--- config.mk ---
export PLATFORM = sky130hd
export DESIGN_NAME = periodic_task_timer_table
export DESIGN_NICKNAME = d
export VERILOG_FILES = /design/src/rtl/pttt_pkg.sv /design/src/rtl/pttt_due_unit.sv /design/src/rtl/periodic_task_timer_table.sv
export VERILOG_INCLUDE_DIRS = /design/src /design/src/rtl
export SDC_FILE = /design/constraint.sdc
export NUM_CORES = 1
export LEC_CHECK = 0
export BUFFER_PORTS_ARGS = -buffer_cell sky130_fd_sc_hd__clkbuf_2
export CORE_MARGIN = 3
export CORE_UTILIZATION = 57
export CTS_CLUSTER_DIAMETER = 50
export DETAILED_ROUTE_END_ITERATION = 6
export GPL_TIMING_DRIVEN = 0
export PLACE_DENSITY = 0.76
export SETUP_SLACK_MARGIN = 0.15
export SYNTH_ARGS = -nofsm -noshare
export SYNTH_HDL_FRONTEND = slang
export SYNTH_SLANG_ARGS = --single-unit
export TNS_END_PERCENT = 5
--- constraint.sdc ---
create_clock -name aclk -period 6 [get_ports aclk]
set_clock_uncertainty 0.1 [all_clocks]
set_input_delay 0.6 -clock aclk [delete_from_list [all_inputs] [get_ports aclk]]
set_output_delay 0.6 -clock aclk [all_outputs]
set_load 0.01 [all_outputs]
--- src/rtl/periodic_task_timer_table_defines.svh ---
// ----------------------------------------------------------------------------
// Assertion macros for the periodic task timer table
// Each macro wraps one concurrent assertion clocked on aclk.
// ----------------------------------------------------------------------------
`ifndef PERIODIC_TASK_TIMER_TABLE_DEFINES_SVH
`define PERIODIC_TASK_TIMER_TABLE_DEFINES_SVH

`ifndef ASSERT_OFF
// Checked only outside reset.
`define PTTT_ASSERT(lbl, prop, msg) \
    lbl: assert property (@(posedge aclk) disable iff (!aresetn) (prop)) else $error(msg);
// Checked at every edge, reset included.
`define PTTT_ASSERT_RST(lbl, prop, msg) \
    lbl: assert property (@(posedge aclk) (prop)) else $error(msg);
`else
`define PTTT_ASSERT(lbl, prop, msg)
`define PTTT_ASSERT_RST(lbl, prop, msg)
`endif

`endif

--- src/rtl/pttt_pkg.sv ---
// ----------------------------------------------------------------------------
// pttt_pkg
// Types, sizes and codes shared by the periodic task timer table.
// ----------------------------------------------------------------------------
`timescale 1ns / 1ps

package pttt_pkg;

    localparam int MAX_TASKS = 16;
    localparam int SLOT_W    = (MAX_TASKS > 1) ? $clog2(MAX_TASKS) : 1;
    localparam int CNT_W     = $clog2(MAX_TASKS + 1);
    localparam int HANDLE_W  = 4;
    localparam int TIME_W    = 32;

    typedef enum logic [2:0] {
        ACT_ADD     = 3'd0,
        ACT_EDIT    = 3'd1,
        ACT_DELETE  = 3'd2,
        ACT_DISABLE = 3'd3,
        ACT_ENABLE  = 3'd4,
        ACT_EXECUTE = 3'd5
    } action_t;

    typedef enum logic [1:0] {
        ST_OK         = 2'd0,
        ST_FULL       = 2'd1,
        ST_BAD_HANDLE = 2'd2,
        ST_NO_TASKS   = 2'd3
    } status_t;

    localparam logic KIND_STATUS = 1'b0;
    localparam logic KIND_FIRED  = 1'b1;

    typedef struct packed {
        action_t             action;
        logic [HANDLE_W-1:0] handle;
        logic [TIME_W-1:0]   interval;
        logic                one_shot;
        logic [TIME_W-1:0]   time_now;
    } req_t;

    typedef struct packed {
        logic                kind;
        logic [HANDLE_W-1:0] task_slot;
        status_t             status;
        logic                last;
    } rsp_t;

endpackage

--- src/rtl/pttt_due_unit.sv ---
// ----------------------------------------------------------------------------
// pttt_due_unit
// Shared subtract-compare: a slot is due once the wrapped time since its
// last run reaches its interval.
// ----------------------------------------------------------------------------
`timescale 1ns / 1ps

module pttt_due_unit (
    input  logic [pttt_pkg::TIME_W-1:0] time_now,
    input  logic [pttt_pkg::TIME_W-1:0] last_run,
    input  logic [pttt_pkg::TIME_W-1:0] interval,
    output logic                        due
);

    logic [pttt_pkg::TIME_W-1:0] elapsed;

    // modulo 2^32 difference, so a wrapped tick count still works
    assign elapsed = time_now - last_run;
    assign due     = (elapsed >= interval);

endmodule

--- src/rtl/periodic_task_timer_table.sv ---
// ----------------------------------------------------------------------------
// periodic_task_timer_table: one request at a time; add scans for a free slot
// before its status, edit/delete/enable/disable go straight to theirs, execute
// checks one slot per cycle via the shared subtract-compare, unless output stalls.
// Synchronous active-low reset empties the table at once; no clearing pass.
// ----------------------------------------------------------------------------
`timescale 1ns / 1ps
`include "periodic_task_timer_table_defines.svh"

module periodic_task_timer_table (
    input  logic            aclk,
    input  logic            aresetn,
    input  logic            s_valid,
    output logic            s_ready,
    input  pttt_pkg::req_t  s_data,
    output logic            m_valid,
    input  logic            m_ready,
    output pttt_pkg::rsp_t  m_data
);

    typedef enum logic [1:0] {
        S_IDLE,
        S_ADD_SCAN,
        S_EXEC_SCAN,
        S_RESP
    } state_t;

    localparam logic [pttt_pkg::SLOT_W-1:0] LAST_IDX =
        pttt_pkg::SLOT_W'(pttt_pkg::MAX_TASKS - 1);
    localparam logic [pttt_pkg::CNT_W-1:0] FULL_CNT =
        pttt_pkg::CNT_W'(pttt_pkg::MAX_TASKS);

    state_t                            state_reg, state_next;
    pttt_pkg::req_t                    req_reg, req_next;
    pttt_pkg::rsp_t                    rsp_reg, rsp_next;
    logic [pttt_pkg::SLOT_W-1:0]       idx_reg, idx_next;
    logic [pttt_pkg::MAX_TASKS-1:0]    valid_reg, valid_next;
    logic [pttt_pkg::MAX_TASKS-1:0]    enabled_reg, enabled_next;
    logic [pttt_pkg::MAX_TASKS-1:0]    one_shot_reg, one_shot_next;
    logic [pttt_pkg::CNT_W-1:0]        cnt_reg, cnt_next;
    logic                              m_valid_reg, m_valid_next;
    pttt_pkg::rsp_t                    m_data_reg, m_data_next;

    logic [pttt_pkg::TIME_W-1:0]       interval_mem [pttt_pkg::MAX_TASKS];
    logic [pttt_pkg::TIME_W-1:0]       last_run_mem [pttt_pkg::MAX_TASKS];
    logic [pttt_pkg::TIME_W-1:0]       rd_interval_reg;
    logic [pttt_pkg::TIME_W-1:0]       rd_last_run_reg;
    logic [pttt_pkg::SLOT_W-1:0]       rd_addr;

    logic                              ivl_we;
    logic [pttt_pkg::SLOT_W-1:0]       ivl_waddr;
    logic [pttt_pkg::TIME_W-1:0]       ivl_wdata;
    logic                              lr_we;
    logic [pttt_pkg::SLOT_W-1:0]       lr_waddr;
    logic [pttt_pkg::TIME_W-1:0]       lr_wdata;

    logic [pttt_pkg::SLOT_W-1:0]       h_idx;
    logic                              h_ok;
    logic                              out_free;
    logic                              unit_due;
    logic                              slot_due;

    assign s_ready  = (state_reg == S_IDLE);
    assign m_valid  = m_valid_reg;
    assign m_data   = m_data_reg;
    assign out_free = !m_valid_reg || m_ready;

    assign h_idx = pttt_pkg::SLOT_W'(s_data.handle);
    assign h_ok  = (int'(s_data.handle) < pttt_pkg::MAX_TASKS) && valid_reg[h_idx];

    pttt_due_unit u_due (
        .time_now (req_reg.time_now),
        .last_run (rd_last_run_reg),
        .interval (rd_interval_reg),
        .due      (unit_due)
    );

    assign slot_due = valid_reg[idx_reg] && enabled_reg[idx_reg] && unit_due;

    always_comb begin
        state_next    = state_reg;
        req_next      = req_reg;
        rsp_next      = rsp_reg;
        idx_next      = idx_reg;
        valid_next    = valid_reg;
        enabled_next  = enabled_reg;
        one_shot_next = one_shot_reg;
        cnt_next      = cnt_reg;
        m_valid_next  = m_valid_reg;
        m_data_next   = m_data_reg;
        rd_addr       = idx_reg;
        ivl_we        = 1'b0;
        ivl_waddr     = idx_reg;
        ivl_wdata     = req_reg.interval;
        lr_we         = 1'b0;
        lr_waddr      = idx_reg;
        lr_wdata      = req_reg.time_now;

        if (m_valid_reg && m_ready) begin
            m_valid_next = 1'b0;
        end

        case (state_reg)
            S_IDLE: begin
                // prefetch slot 0 so an execute can compare on its first cycle
                rd_addr = '0;
                if (s_valid) begin
                    req_next           = s_data;
                    rsp_next.kind      = pttt_pkg::KIND_STATUS;
                    rsp_next.task_slot = '0;
                    rsp_next.status    = pttt_pkg::ST_OK;
                    rsp_next.last      = 1'b1;
                    state_next         = S_RESP;
                    case (s_data.action)
                        pttt_pkg::ACT_ADD: begin
                            if (cnt_reg == FULL_CNT) begin
                                rsp_next.status = pttt_pkg::ST_FULL;
                            end else begin
                                idx_next   = '0;
                                state_next = S_ADD_SCAN;
                            end
                        end
                        pttt_pkg::ACT_EDIT: begin
                            if (h_ok) begin
                                ivl_we    = 1'b1;
                                ivl_waddr = h_idx;
                                ivl_wdata = s_data.interval;
                            end else begin
                                rsp_next.status = pttt_pkg::ST_BAD_HANDLE;
                            end
                        end
                        pttt_pkg::ACT_DELETE: begin
                            if (cnt_reg == '0) begin
                                rsp_next.status = pttt_pkg::ST_NO_TASKS;
                            end else if (h_ok) begin
                                valid_next[h_idx] = 1'b0;
                                cnt_next          = cnt_reg - 1'b1;
                            end else begin
                                rsp_next.status = pttt_pkg::ST_BAD_HANDLE;
                            end
                        end
                        pttt_pkg::ACT_DISABLE, pttt_pkg::ACT_ENABLE: begin
                            if (h_ok) begin
                                enabled_next[h_idx] = (s_data.action == pttt_pkg::ACT_ENABLE);
                            end else begin
                                rsp_next.status = pttt_pkg::ST_BAD_HANDLE;
                            end
                        end
                        pttt_pkg::ACT_EXECUTE: begin
                            if (cnt_reg == '0) begin
                                rsp_next.status = pttt_pkg::ST_NO_TASKS;
                            end else begin
                                idx_next   = '0;
                                state_next = S_EXEC_SCAN;
                            end
                        end
                        default: begin
                        end
                    endcase
                end
            end
            S_ADD_SCAN: begin
                if (!valid_reg[idx_reg]) begin
                    valid_next[idx_reg]    = 1'b1;
                    enabled_next[idx_reg]  = 1'b1;
                    one_shot_next[idx_reg] = req_reg.one_shot;
                    ivl_we                 = 1'b1;
                    lr_we                  = 1'b1;
                    lr_wdata               = '0;
                    cnt_next               = cnt_reg + 1'b1;
                    rsp_next.task_slot     = pttt_pkg::HANDLE_W'(idx_reg);
                    state_next             = S_RESP;
                end else begin
                    idx_next = idx_reg + 1'b1;
                end
            end
            S_EXEC_SCAN: begin
                // hold on a due slot until the output register frees up
                if (!slot_due || out_free) begin
                    if (slot_due) begin
                        m_valid_next           = 1'b1;
                        m_data_next.kind       = pttt_pkg::KIND_FIRED;
                        m_data_next.task_slot  = pttt_pkg::HANDLE_W'(idx_reg);
                        m_data_next.status     = pttt_pkg::ST_OK;
                        m_data_next.last       = 1'b0;
                        lr_we                  = 1'b1;
                        if (one_shot_reg[idx_reg]) begin
                            valid_next[idx_reg] = 1'b0;
                            cnt_next            = cnt_next - 1'b1;
                        end
                    end
                    if (idx_reg == LAST_IDX) begin
                        state_next = S_RESP;
                    end else begin
                        idx_next = idx_reg + 1'b1;
                        rd_addr  = idx_reg + 1'b1;
                    end
                end
            end
            S_RESP: begin
                if (out_free) begin
                    m_valid_next = 1'b1;
                    m_data_next  = rsp_reg;
                    state_next   = S_IDLE;
                end
            end
            default: begin
                state_next = S_IDLE;
            end
        endcase
    end

    always_ff @(posedge aclk) begin
        if (!aresetn) begin
            state_reg   <= S_IDLE;
            idx_reg     <= '0;
            valid_reg   <= '0;
            cnt_reg     <= '0;
            m_valid_reg <= 1'b0;
        end else begin
            state_reg   <= state_next;
            idx_reg     <= idx_next;
            valid_reg   <= valid_next;
            cnt_reg     <= cnt_next;
            m_valid_reg <= m_valid_next;
        end
        req_reg      <= req_next;
        rsp_reg      <= rsp_next;
        enabled_reg  <= enabled_next;
        one_shot_reg <= one_shot_next;
        m_data_reg   <= m_data_next;
    end

    always_ff @(posedge aclk) begin
        if (ivl_we) begin
            interval_mem[ivl_waddr] <= ivl_wdata;
        end
        rd_interval_reg <= interval_mem[rd_addr];
    end

    always_ff @(posedge aclk) begin
        if (lr_we) begin
            last_run_mem[lr_waddr] <= lr_wdata;
        end
        rd_last_run_reg <= last_run_mem[rd_addr];
    end

    `PTTT_ASSERT(a_fill_count, cnt_reg == pttt_pkg::CNT_W'($countones(valid_reg)), "fill count out of step with valid bits")
    `PTTT_ASSERT(a_add_room, (state_reg == S_ADD_SCAN) |-> (cnt_reg != FULL_CNT), "add scan started on a full table")
    `PTTT_ASSERT(a_scan_range, ((state_reg == S_ADD_SCAN) || (state_reg == S_EXEC_SCAN)) |-> (idx_reg <= LAST_IDX), "slot index beyond table")
    `PTTT_ASSERT(a_fired_shape, (m_valid_reg && (m_data_reg.kind == pttt_pkg::KIND_FIRED)) |-> (!m_data_reg.last && (m_data_reg.status == pttt_pkg::ST_OK)), "fired result carries status or last")
    `PTTT_ASSERT_RST(a_reset_idle, $past(!aresetn) |-> (!m_valid_reg && (state_reg == S_IDLE)), "block not idle after reset")

endmodule

==> results.sh <==
export IMPL_tightest_slew_ns=1.06
export IMPL_synth_edff_count=1135
export IMPL_dieArea_um2=93500
export IMPL_finalMaxSlewViolations=0
export IMPL_overflow=0
export IMPL_core_area_um2=88800
export IMPL_worst_setup_path_start_kind="flop"
export IMPL_synth_seq_area_share_pct=70.1
export IMPL_synth_fp_nets=3425
export IMPL_synthToLayoutAreaGrowth_pct=22.0
export IMPL_tritoncts="yes"
export IMPL_rsz0062_at_grt="true"
export IMPL_slew_headroom_pct=29.6
export IMPL_status="complete, but fails checks"
export IMPL_via_per_inst=6.57
export IMPL_numCtsBuffers=137
export IMPL_antenna_left=0
export IMPL_antenna_found_initial=1
export IMPL_fin_area_um2=62500
export IMPL_nets=3814
export IMPL_critPathBufInv=6
export IMPL_ys_types=73
export IMPL_violations="setup timing"
export IMPL_clk_latency_ns=0.75
export IMPL_critical_path_peak_fanout=10
export IMPL_fmax_mhz=148
export IMPL_vias=32442
export IMPL_cp_required_ns=6.51
export IMPL_wl_per_cell_um=29.7
export IMPL_cts_sinks=1227
export IMPL_hold_viol=0
export IMPL_grt_util_all_layers_pct=30.4
export IMPL_grt_pass1_vias=31966
export IMPL_hold_path_class="primary input to flop"
export IMPL_synthArstFlopShare_pct=0
export IMPL_cpMostUsedCell="buf_4"
export IMPL_max_stage_delay_ns=0.44
export IMPL_drt_wl_total_um=147000
export IMPL_synth_area_um2=51200
export IMPL_grt_pass1_wl_um=208000
export IMPL_row_count=109
export IMPL_place_congestion=0.908
export IMPL_synth_area_per_cell_um2=15.7
export IMPL_grt_max_degree=42
export IMPL_nFillCells=5281
export IMPL_cp_end_kind="flop"
export IMPL_min_period_over_period_pct=113
export IMPL_die_y_um=306
export IMPL_first_pass_iters=6
export IMPL_holdWs_ns=0.0551
export IMPL_finalSetupViolations=599
export IMPL_power_density_nw_per_um2=421
export IMPL_ctsLongestPathBuffers=3
export IMPL_clkTransAtPathRegs_ns=0.06
export IMPL_ys_warn_count=0
export IMPL_ys_ff_latch=1227
export IMPL_path_class="flop to flop"
export IMPL_place_hpwl_um=89500
export IMPL_fp_dieW_um=306
export IMPL_initial_utilization_pct=57.7
export IMPL_synth_flop_cell="edfxtp_1"
export IMPL_setup_slack_ns=-0.751
export IMPL_syn_inst=3272
export IMPL_drtIter0Drc=4258
export IMPL_antennaDiodeCount=0
export IMPL_drv_cap=0
export IMPL_drcViolationCount=0
export IMPL_io_buffers=82
export IMPL_io_pins=86
export IMPL_htree_levels=4
export IMPL_placed_cell_area_um2=54100
export IMPL_cp_arrival_ns=7.26
export IMPL_finalPower_mw=26.3
export IMPL_vdd_ir_drop_max_uv=287
export IMPL_path_delay_family="compound AO/OA/AOI/OAI gates"
export IMPL_drive_gt1_share_pct=33.5
export IMPL_leakagePower_nw=21.4
export IMPL_crit_slowest_cell="edfxtp_1"
export IMPL_period_minus_slack_ns=6.75
export IMPL_finalSetupTns_ns=-227.86
export IMPL_cts_root_buf="clkbuf_16"
-- path summary, 6_finish.rpt --
kind         cells after the start                 end          from  slack [ns]
max                             27  rd_last_run_reg[0]    req_reg[1]       -0.75
max reg2reg                     27  rd_last_run_reg[0]    req_reg[1]       -0.75
min reg2reg                      2        state_reg[1]  state_reg[1]        0.40
min                              1         req_reg[61]    s_data[61]        0.06
-- where the power goes --
part	switching, mW	leakage [nW]	internal (mW)	total [mW]
logic	4.70	8.20	2.73	7.44
registers	0.261	11.0	10.5	10.8
clock network	3.46	2.15	4.69	8.14
total	8.42	21.4	17.9	26.3
-- kinds of logic (layout without fill, tap and decap cells) --
family | after synthesis | in the layout | share of synthesized area (%)
compound gates | 693 | 693 | 9.95
xor+xnor | 30 | 30 | 0.513
fa+ha+maj | 77 | 77 | 1.91
buf+inv | 284 | 782 | 2.75
flops | 1227 | 1227 | 70.1
mux | 433 | 433 | 9.90
simple gates | 528 | 530 | 4.86
-- through the flow --
step | worst slack, ns | instances | utilization (%)
2_1_floorplan | -0.286 | 3272 | -
3_3_place_gp | -3.84 | 4519 | 59.8
3_5_place_dp | -2.67 | 4551 | 60.9
4_1_cts | -0.504 | 4914 | 68.7
5_1_grt | -0.820 | 4937 | 70.4
6_report | -0.751 | 4937 | 70.4
-- routing by layer --
layer  share of wire [%]  GRT usage, %  up-vias
met5                   0             0        -
met2                  46          46.8     2258
li1                    -             -    13595
met4                 5.1          15.2        0
met1                  38          41.7    16169
met3                  11          6.29      420
-- placed cells by master, fill, tap and decap left out, types with 57 or more instances in the layout --
cell              n
clkbuf_16       151
ha_1             72
buf_4            63
a31o_1           57
mux2_2          406
dlygate4sd3_1    62
o22ai_1          91
clkbuf_2         97
dfxtp_1          92
o22ai_2          88
inv_1            93
and3_1           76
nor2_1           90
a21oi_1          85
edfxtp_1       1135
nand2_1         173
a211oi_1         61
o21ai_0          94
-- repair_timing --
action                                  in CTS  in global routing
gates cloned                                 6                  8
hold buffers                                62                  0
endpoints found under the setup margin     612                611
endpoints found under the hold margin       62                  0
gates resized for setup                    315                202
pin swaps                                   50                124
buffers inserted                            45                 15
-- synth_stat cells (all sizes together) (6+ instances only) --
cell	n	area [µm²]
a2111oi	63	940
clkbuf	67	251
nor3	9	45.0
xnor2	23	201
a211oi	76	576
a31oi	8	65.1
o21ai	98	490
mux2	412	4640
a31o	64	561
edfxtp	1135	34100
nand4	6	43.8
and2	43	269
inv	97	364
o211ai	6	50.1
nand3	26	140
nor2	123	462
nor2b	13	81.3
ha	75	938
o21a	9	67.6
o22ai	190	1190
dfxtp	92	1840
and3	76	475
mux4	18	405
a21o	24	180
nand2b	10	62.6
xor2	7	61.3
a21oi	94	470
o21bai	6	45.0
nand2	204	771
a21boi	19	143
buf	120	793
-- area by class of cell --
| type | count | area [µm²] | area share (%) |
|---|---|---|---|
| Clock inverter | 78 | 646 | 1.03 |
| Buffer | 187 | 1760 | 2.81 |
| Inverter | 97 | 367 | 0.586 |
| Timing Repair Buffer | 248 | 2780 | 4.45 |
| Clock buffer | 172 | 3740 | 5.99 |
| Multi-Input combinational cell | 1763 | 15800 | 25.3 |
| Tap cell | 1165 | 1460 | 2.33 |
| Sequential cell | 1227 | 35900 | 57.5 |
-- worst reg2reg max path: stages, from the launching register on --
cell	delay, ns
edfxtp_1	0.44
ha_1	0.30
nor2b_1	0.22
o2111ai_2	0.20
a311oi_2	0.31
buf_4	0.19
o21bai_4	0.10
a21oi_2	0.26
o211ai_1	0.12
buf_4	0.17
a211oi_1	0.21
a211o_1	0.14
a21oi_1	0.08
xnor2_1	0.37
ha_1	0.33
nand4_1	0.15
buf_4	0.15
nor3_1	0.05
a221o_1	0.37
a211oi_4	0.27
buf_4	0.22
a211oi_4	0.09
o21ai_0	0.36
a221o_1	0.22
buf_4	0.31
clkbuf_4	0.38
o22ai_2	0.13
a2111oi_4	0.39
Power figures use the tool's default switching activity.
